$ cat config.mk
export PLATFORM = sky130hd
export DESIGN_NAME = led_driver_serial_sequencer_unit
export DESIGN_NICKNAME = d
export VERILOG_FILES = /design/src/rtl/ldss_pkg.sv /design/src/rtl/ldss_core.sv /design/src/rtl/ldss_out_buf.sv /design/src/rtl/led_driver_serial_sequencer_unit.sv
export SDC_FILE = /design/constraint.sdc
export NUM_CORES = 1
export LEC_CHECK = 0
export ABC_AREA = 0
export ABC_CLOCK_PERIOD_IN_PS = 8000
export BUFFER_PORTS_ARGS = -buffer_cell sky130_fd_sc_hd__buf_2
export CAP_MARGIN = 40
export CELL_PAD_IN_SITES_DETAIL_PLACEMENT = 0
export CELL_PAD_IN_SITES_GLOBAL_PLACEMENT = 2
export CORE_MARGIN = 8
export CORE_UTILIZATION = 30
export DETAILED_ROUTE_END_ITERATION = 10
export GPL_ROUTABILITY_DRIVEN = 0
export MAX_ROUTING_LAYER = met4
export PLACE_DENSITY_LB_ADDON = 0.1
export SLEW_MARGIN = 30
export SYNTH_ARGS = -nofsm -noshare
export SYNTH_HDL_FRONTEND = slang
export SYNTH_SLANG_ARGS = --single-unit
$ cat constraint.sdc
create_clock -name clk -period 8 [get_ports clk]
set_input_delay 0 -clock clk [delete_from_list [all_inputs] [get_ports clk]]
set_output_delay 0 -clock clk [all_outputs]
set_load 0.02 [all_outputs]
$ cat src/rtl/ldss_pkg.sv
// ----------------------------------------------------------------------------
// ldss_pkg
// Types and constants shared by the LED driver serial sequencer modules.
// ----------------------------------------------------------------------------
package ldss_pkg;

    localparam int DC_W        = 6;    // dot correction word width
    localparam int GS_W        = 12;   // grayscale word width
    localparam int CH_IDX_W    = 5;    // channel index width
    localparam int CFG_INDEX_W = 2;
    localparam int CFG_DATA_W  = 12;

    localparam logic [CFG_INDEX_W-1:0] CFG_DOT_CORRECTION   = 2'd0;
    localparam logic [CFG_INDEX_W-1:0] CFG_GRAY_CLOCK_COUNT = 2'd1;

    localparam logic [DC_W-1:0] DC_RESET         = 6'd63;
    localparam logic [GS_W-1:0] GRAY_COUNT_RESET = 12'd4095;

    localparam logic OP_TICK  = 1'b0;
    localparam logic OP_WRITE = 1'b1;

    typedef enum logic [2:0] {
        PH_DC_SHIFT  = 3'd0,
        PH_DC_LATCH  = 3'd1,
        PH_GS_SHIFT  = 3'd2,
        PH_GS_LATCH  = 3'd3,
        PH_GRAY      = 3'd4,
        PH_BLANK_ON  = 3'd5,
        PH_BLANK_OFF = 3'd6
    } phase_t;

    // pin levels of one step, serial_data in bit 0
    typedef struct packed {
        logic blank_pin;
        logic gray_pulse;
        logic program_mode;
        logic latch_pulse;
        logic shift_pulse;
        logic serial_data;
    } pins_t;

endpackage

$ cat src/rtl/ldss_core.sv
// ----------------------------------------------------------------------------
// ldss_core
// Sequencer state, channel store, frame shift register and pin decode.
// ----------------------------------------------------------------------------
module ldss_core #(
    parameter int CHANNELS = 27
) (
    input  logic                             clk,
    input  logic                             rst_n,
    input  logic                             item_accept,
    input  logic                             item_op,
    input  logic [ldss_pkg::CH_IDX_W-1:0]    item_channel,
    input  logic [ldss_pkg::GS_W-1:0]        item_level,
    input  logic                             cfg_we,
    input  logic [ldss_pkg::CFG_INDEX_W-1:0] cfg_index,
    input  logic [ldss_pkg::CFG_DATA_W-1:0]  cfg_data,
    output ldss_pkg::pins_t                  result
);
    import ldss_pkg::*;

    localparam int DC_BITS = CHANNELS * DC_W;
    localparam int GS_DATA = CHANNELS * GS_W;
    localparam int GS_PAD  = (8 - (GS_DATA % 8)) % 8;
    localparam int GS_BITS = GS_DATA + GS_PAD;
    localparam int CNT_W   = $clog2(GS_BITS + 1);

    phase_t             phase_reg, phase_next;
    logic [CNT_W-1:0]   bit_cnt_reg, bit_cnt_next;
    logic [2:0]         dc_pos_reg, dc_pos_next;
    logic [GS_W-1:0]    gray_cnt_reg, gray_cnt_next;
    logic               blank_reg, blank_next;
    logic [GS_BITS-1:0] snap_reg, snap_next;
    logic [GS_W-1:0]    store_reg [CHANNELS];
    logic [DC_W-1:0]    dc_reg;
    logic [GS_W-1:0]    gray_limit_reg;

    logic [GS_BITS-1:0] store_flat;
    logic [CNT_W-1:0]   bit_cnt_inc;
    logic [GS_W:0]      gray_inc;
    logic [GS_W-1:0]    gray_limit;
    logic               is_tick;
    logic               ch_valid;

    assign is_tick     = item_accept && (item_op == OP_TICK);
    assign ch_valid    = {1'b0, item_channel} < (CH_IDX_W + 1)'(CHANNELS);
    assign bit_cnt_inc = bit_cnt_reg + 1'b1;
    assign gray_inc    = {1'b0, gray_cnt_reg} + 1'b1;
    assign gray_limit  = (gray_limit_reg == '0) ? GS_W'(1) : gray_limit_reg;

    // pad bits on top, then highest channel down to channel 0
    always_comb
    begin
        store_flat = '0;
        for (int ch = 0; ch < CHANNELS; ch++)
        begin
            store_flat[ch*GS_W +: GS_W] = store_reg[ch];
        end
    end

    // next state
    always_comb
    begin
        phase_next    = phase_reg;
        bit_cnt_next  = bit_cnt_reg;
        dc_pos_next   = dc_pos_reg;
        gray_cnt_next = gray_cnt_reg;
        blank_next    = blank_reg;
        snap_next     = snap_reg;
        if (is_tick)
        begin
            case (phase_reg)
                PH_DC_SHIFT:
                begin
                    dc_pos_next  = (dc_pos_reg == 3'(DC_W - 1)) ? 3'd0 : dc_pos_reg + 3'd1;
                    bit_cnt_next = bit_cnt_inc;
                    if (bit_cnt_inc >= CNT_W'(DC_BITS))
                    begin
                        bit_cnt_next = '0;
                        phase_next   = PH_DC_LATCH;
                    end
                end
                PH_DC_LATCH:
                begin
                    bit_cnt_next = '0;
                    phase_next   = PH_GS_SHIFT;
                end
                PH_GS_SHIFT:
                begin
                    // first bit of the frame takes the snapshot
                    if (bit_cnt_reg == '0)
                        snap_next = store_flat << 1;
                    else
                        snap_next = snap_reg << 1;
                    bit_cnt_next = bit_cnt_inc;
                    if (bit_cnt_inc >= CNT_W'(GS_BITS))
                    begin
                        bit_cnt_next = '0;
                        phase_next   = PH_GS_LATCH;
                    end
                end
                PH_GS_LATCH:
                begin
                    gray_cnt_next = '0;
                    phase_next    = PH_GRAY;
                end
                PH_GRAY:
                begin
                    gray_cnt_next = gray_inc[GS_W-1:0];
                    if (gray_inc >= {1'b0, gray_limit})
                    begin
                        gray_cnt_next = '0;
                        phase_next    = PH_BLANK_ON;
                    end
                end
                PH_BLANK_ON:
                begin
                    blank_next = 1'b0;
                    phase_next = PH_BLANK_OFF;
                end
                default:
                begin
                    blank_next   = 1'b1;
                    bit_cnt_next = '0;
                    phase_next   = PH_GS_SHIFT;
                end
            endcase
        end
    end

    // pin levels
    always_comb
    begin
        result              = '0;
        result.blank_pin    = blank_next;
        result.program_mode = (phase_reg == PH_DC_SHIFT) || (phase_reg == PH_DC_LATCH);
        if (is_tick)
        begin
            case (phase_reg)
                PH_DC_SHIFT:
                begin
                    result.shift_pulse = 1'b1;
                    result.serial_data = dc_reg[3'(DC_W - 1) - dc_pos_reg];
                end
                PH_DC_LATCH:
                    result.latch_pulse = 1'b1;
                PH_GS_SHIFT:
                begin
                    result.shift_pulse = 1'b1;
                    result.serial_data = (bit_cnt_reg == '0) ? store_flat[GS_BITS-1]
                                                             : snap_reg[GS_BITS-1];
                end
                PH_GS_LATCH:
                    result.latch_pulse = 1'b1;
                PH_GRAY:
                    result.gray_pulse = 1'b1;
                default:
                    result.serial_data = 1'b0;
            endcase
        end
    end

    always_ff @(posedge clk or negedge rst_n)
    begin
        if (!rst_n)
        begin
            phase_reg    <= PH_DC_SHIFT;
            bit_cnt_reg  <= '0;
            dc_pos_reg   <= '0;
            gray_cnt_reg <= '0;
            blank_reg    <= 1'b0;
        end
        else
        begin
            phase_reg    <= phase_next;
            bit_cnt_reg  <= bit_cnt_next;
            dc_pos_reg   <= dc_pos_next;
            gray_cnt_reg <= gray_cnt_next;
            blank_reg    <= blank_next;
        end
    end

    always_ff @(posedge clk)
    begin
        snap_reg <= snap_next;
    end

    always_ff @(posedge clk or negedge rst_n)
    begin
        if (!rst_n)
        begin
            for (int ch = 0; ch < CHANNELS; ch++)
            begin
                store_reg[ch] <= '0;
            end
        end
        else if (item_accept && (item_op == OP_WRITE) && ch_valid)
        begin
            store_reg[item_channel] <= item_level;
        end
    end

    always_ff @(posedge clk or negedge rst_n)
    begin
        if (!rst_n)
        begin
            dc_reg         <= DC_RESET;
            gray_limit_reg <= GRAY_COUNT_RESET;
        end
        else if (cfg_we)
        begin
            case (cfg_index)
                CFG_DOT_CORRECTION:   dc_reg         <= cfg_data[DC_W-1:0];
                CFG_GRAY_CLOCK_COUNT: gray_limit_reg <= cfg_data[GS_W-1:0];
                default:              dc_reg         <= dc_reg;
            endcase
        end
    end

endmodule

$ cat src/rtl/ldss_out_buf.sv
// ----------------------------------------------------------------------------
// ldss_out_buf
// Output register with a skid stage; input ready comes from a register.
// ----------------------------------------------------------------------------
module ldss_out_buf (
    input  logic            clk,
    input  logic            rst_n,
    input  logic            in_valid,
    output logic            in_ready,
    input  ldss_pkg::pins_t in_pins,
    output logic            out_valid,
    input  logic            out_ready,
    output ldss_pkg::pins_t out_pins
);
    import ldss_pkg::*;

    logic  out_valid_reg;
    logic  skid_valid_reg;
    pins_t out_pins_reg;
    pins_t skid_pins_reg;
    logic  in_xfer;
    logic  out_free;

    assign in_ready  = !skid_valid_reg;
    assign in_xfer   = in_valid && in_ready;
    assign out_free  = !out_valid_reg || out_ready;
    assign out_valid = out_valid_reg;
    assign out_pins  = out_pins_reg;

    always_ff @(posedge clk or negedge rst_n)
    begin
        if (!rst_n)
        begin
            out_valid_reg  <= 1'b0;
            skid_valid_reg <= 1'b0;
        end
        else if (out_free)
        begin
            if (skid_valid_reg)
            begin
                out_valid_reg  <= 1'b1;
                skid_valid_reg <= 1'b0;
            end
            else
            begin
                out_valid_reg <= in_xfer;
            end
        end
        else if (in_xfer)
        begin
            skid_valid_reg <= 1'b1;
        end
    end

    always_ff @(posedge clk)
    begin
        if (out_free)
        begin
            if (skid_valid_reg)
                out_pins_reg <= skid_pins_reg;
            else if (in_xfer)
                out_pins_reg <= in_pins;
        end
        else if (in_xfer)
        begin
            skid_pins_reg <= in_pins;
        end
    end

endmodule

$ cat src/rtl/led_driver_serial_sequencer_unit.sv
// ----------------------------------------------------------------------------
// led_driver_serial_sequencer_unit
// Pin sequencer for a daisy-chained 12-bit grayscale LED driver chain.
// ----------------------------------------------------------------------------
//  channel | dir | handshake         | payload
//  s_      | in  | s_tvalid/s_tready | tuser operation, tdata channel, level
//  m_      | out | m_tvalid/m_tready | tdata pin levels of one step
//  cfg_    | in  | cfg_valid/ready   | cfg_index, cfg_data (always ready)
//
//  One transfer in, one transfer out; one item per cycle sustained while m_tready stays high.
//  The pin levels of an accepted item go to the output register, or to the skid stage while it stalls.
//  s_tready is registered: it drops only when the skid stage holds a result.
//  After reset the dot correction shift runs first; the channel store reads
//  zero and the sequencer needs no clearing pass.
// ----------------------------------------------------------------------------
module led_driver_serial_sequencer_unit #(
    parameter int CHANNELS = 27
) (
    input  logic                             clk,
    input  logic                             rst_n,
    input  logic                             s_tvalid,
    output logic                             s_tready,
    input  logic [23:0]                      s_tdata,   // channel[4:0], level[16:5]
    input  logic                             s_tuser,   // operation
    output logic                             m_tvalid,
    input  logic                             m_tready,
    output logic [7:0]                       m_tdata,   // serial_data, shift_pulse,
                                                        // latch_pulse, program_mode,
                                                        // gray_pulse, blank_pin
    input  logic                             cfg_valid,
    output logic                             cfg_ready,
    input  logic [ldss_pkg::CFG_INDEX_W-1:0] cfg_index,
    input  logic [ldss_pkg::CFG_DATA_W-1:0]  cfg_data
);
    import ldss_pkg::*;

    pins_t core_pins;
    pins_t out_pins;
    logic  s_xfer;

    assign cfg_ready = 1'b1;
    assign s_xfer    = s_tvalid && s_tready;
    assign m_tdata   = {2'b00, out_pins};

    ldss_core #(
        .CHANNELS (CHANNELS)
    ) u_core (
        .clk          (clk),
        .rst_n        (rst_n),
        .item_accept  (s_xfer),
        .item_op      (s_tuser),
        .item_channel (s_tdata[CH_IDX_W-1:0]),
        .item_level   (s_tdata[CH_IDX_W +: GS_W]),
        .cfg_we       (cfg_valid && cfg_ready),
        .cfg_index    (cfg_index),
        .cfg_data     (cfg_data),
        .result       (core_pins)
    );

    ldss_out_buf u_out_buf (
        .clk       (clk),
        .rst_n     (rst_n),
        .in_valid  (s_tvalid),
        .in_ready  (s_tready),
        .in_pins   (core_pins),
        .out_valid (m_tvalid),
        .out_ready (m_tready),
        .out_pins  (out_pins)
    );

endmodule

==> reports/summary.txt <==
Status: completed
DRC viols: 0
Largest net degree at the start of global routing: 162
Reg2reg setup slack: 4.83 ns
CP Class: register to register
CTS tree: yes
Placed Cells: 3,047
Worst-Margin Slew: 1.01 ns
# fillers: 9,332
Synth warn: 0
Post-CTS Repair Setup Buffers: 0
# rows: 115
Io pins: 55
Max reg flops: 327
First-pass GRT wire length: 105,000 um
Post-synth cell types: 61
Largest cells by area after synthesis: edfxtp_1 (35%), dfrtp_1 (30%), mux2_2 (26%)
Slowest CP cell: dfrtp_1
Number of flops mapped to enable cells by yosys: 339
Final HPWL DP: 33,700 um
Critical Path End Type: register
Max-Cap Viols: 0
Layout Skew: 0.0231 ns
Total track usage: 0.130
Violation count after the first detailed-route iteration: 845
Critical-path cell list: ha_1 > and3_1 > nor2b_1 > nand3_1 > nor2_1 > xor2_1 > ha_1 > and4_1 > nand4_1 > o211ai_1 > buf_4 > o211ai_1 > mux2_2
Clock sinks: 711
Clock-pin slew on the worst setup and hold paths: 0.06 ns
Clk_lat worst skew: 0.63 ns
Number of global-route vias before repair: 16,306
Rel. slew slack: 0.325
Critical path startpoint category: register
RSZ-0062 raised after global routing: no
Crit Path Max Fanout: 13
DP Area: 0.0312 mm^2
Root Buffer Master: clkbuf_16
Max VDD drop: 0.179 mV
#FFs+latches synth: 711
Pre-antenna DRT Iters: 4
Share of cells above drive strength 1: 0.470
Post-synth top flop: dfrtp_1
Fin nets: 1,933
CTS Buf Count: 85
TNS Setup: 0 ns
Non-Filler Instances: 3,236
Sequential share of the synthesized area: 0.662
Vias/cell: 4.67
Highest Clock Rate: 315 MHz
Pwr dens: 282 mW/mm^2
Final hold slack: 0.114 ns
Congestion Overflow GR: 0
Area grow syn2layout: 16.1%
# H-tree levels: 3
Die height: 330 um
WL final: 67,900 um
Synth top area share: 0.345
Post-DRT Antenna Nets: 0
Synth Instances: 1,792
Worst hold-check path type: input port to register
Buffer depth of the longest clock path: 3
Hold Fails Final Rpt: 0
LEAKAGE: 0.0139 uW
Initial antenna violation count: 12
Synth Area per Inst: 16.5 um^2
Die W: 330 um
Worst path arrival time: 3.67 ns
WL per Instance: 21.0 um
Worst path max stage delay: 0.40 ns
Final Setup Violations: 0
Die area: 0.109 mm^2
Worst Path Required: 8.50 ns
Tcrit/Tclk final: 0.397
IO buf count: 44
Core area: 0.0978 mm^2
Initial core utilization: 0.301
Yosys top cell by area: edfxtp_1
Min Tclk post-route: 3.17 ns
Vias: 15,110
Cell area after layout: 0.0342 mm^2
Mapped cell area: 0.0295 mm^2
Async set-reset flop share out of synthesis: 0.523
Pins over their slew limit: 0
[worst paths after layout]
kind / start / cells past startpoint / to
max: u_core.gray_cnt_reg[0]$_DFFE_PN0P_ / 13 / u_core.phase_reg[0]$_DFFE_PN0P_
min: s_tdata[4] / 4 / u_core.store_flat[215]$_DFFE_PN0P_
max reg2reg: u_core.gray_cnt_reg[0]$_DFFE_PN0P_ / 13 / u_core.phase_reg[0]$_DFFE_PN0P_
min reg2reg: u_core.store_flat[74]$_DFFE_PN0P_ / 1 / u_core.store_flat[74]$_DFFE_PN0P_
max in group asynchronous: rst_n / 5 / u_core.store_flat[295]$_DFFE_PN0P_
min in group asynchronous: rst_n / 3 / u_core.store_flat[36]$_DFFE_PN0P_
[timing repair]
action	in CTS	in global routing
hold buffers	21	0
resized for setup	0	0
hold endpoints to repair	118	0
[metrics by stage]
stage / setup slack (ns) / util / power [uW]
3_5_place_dp: 4.62 / 0.318 / 5940
4_1_cts: 4.62 / 0.349 / 9850
6_report: 4.83 / 0.350 / 9640
2_1_floorplan: 1.96 / - / 5560
3_3_place_gp: 4.35 / 0.317 / 5900
5_1_grt: 4.57 / 0.350 / 10100
[cell usage in the layout, fill, tap and decap left out, types with 8 or more instances in the layout]
cell type,count
dfstp_2,18
ha_1,17
mux2_2,668
edfxtp_1,339
buf_4,26
clkbuf_1,28
buf_2,43
inv_1,20
clkinv_1,8
dfrtp_1,354
xnor2_1,8
clkbuf_16,87
a21oi_1,9
nor2_1,35
nand2_1,49
buf_12,9
clkbuf_8,18
o21ai_0,14
a21o_1,12
dlygate4sd3_1,20
nand3_1,19
[cell usage after synthesis, drive strengths merged (4+ instances only)]
cell type,number
mux2,670
nand2,49
nor4,5
a31oi,4
o21ai,18
a21oi,10
buf,73
dfrtp,354
nor2,41
nor3,10
nand3b,6
edfxtp,339
nor2b,8
xor2,7
a21o,12
nand3,21
clkbuf,38
and3,5
a22o,6
inv,21
nand2b,4
xnor2,8
dfstp,18
and2,7
ha,17
nand4,4
nor3b,4
[cells by family after synthesis]
logic type | synth area share
flip-flops | 0.662
multiplexers | 0.258
AND/OR/NAND/NOR | 0.0325
buffers and inverters | 0.0213
AO/OA/AOI/OAI | 0.0149
adder cells (fa/ha/maj) | 0.00721
XOR/XNOR | 0.00446
other | 0.000255
[layer usage]
| metal | vias up | global-route usage | share of wire |
|---|---|---|---|
| met5 | - | - | 0 |
| met1 | 7974 | 0.181 | 0.48 |
| met2 | 219 | 0.196 | 0.46 |
| met3 | 97 | 0.0211 | 0.042 |
| li1 | 6820 | - | - |
| met4 | 0 | 0.0376 | 0.021 |
[final cells by class]
cell class | count | area (um^2) | area share
Sequential cell | 711 | 19500 | 0.570
Timing Repair Buffer | 103 | 900 | 0.0263
Clock buffer | 133 | 2530 | 0.0739
Clock inverter | 24 | 221 | 0.00647
Tap cell | 1287 | 1610 | 0.0470
Inverter | 21 | 82.6 | 0.00241
Antenna cell | 7 | 17.5 | 0.000512
Multi-Input combinational cell | 950 | 9370 | 0.274
[power breakdown]
part           switching (uW)  total, uW  internal, uW
registers                 132       4350          4220
clock network            1520       3790          2270
logic                     700       1500           805
[critical path: cells and delay by family, from the launching register on]
family	cells	cell delay [ns]
DFF	1	0.40
and+or+nand+nor	6	1.12
AOI/OAI and AO/OA	2	0.20
muxes	1	0.35
adders and majority gates	2	0.54
buffers and inverters	1	0.21
xor gates and xnor gates	1	0.24
Power figures use the tool's default switching activity.
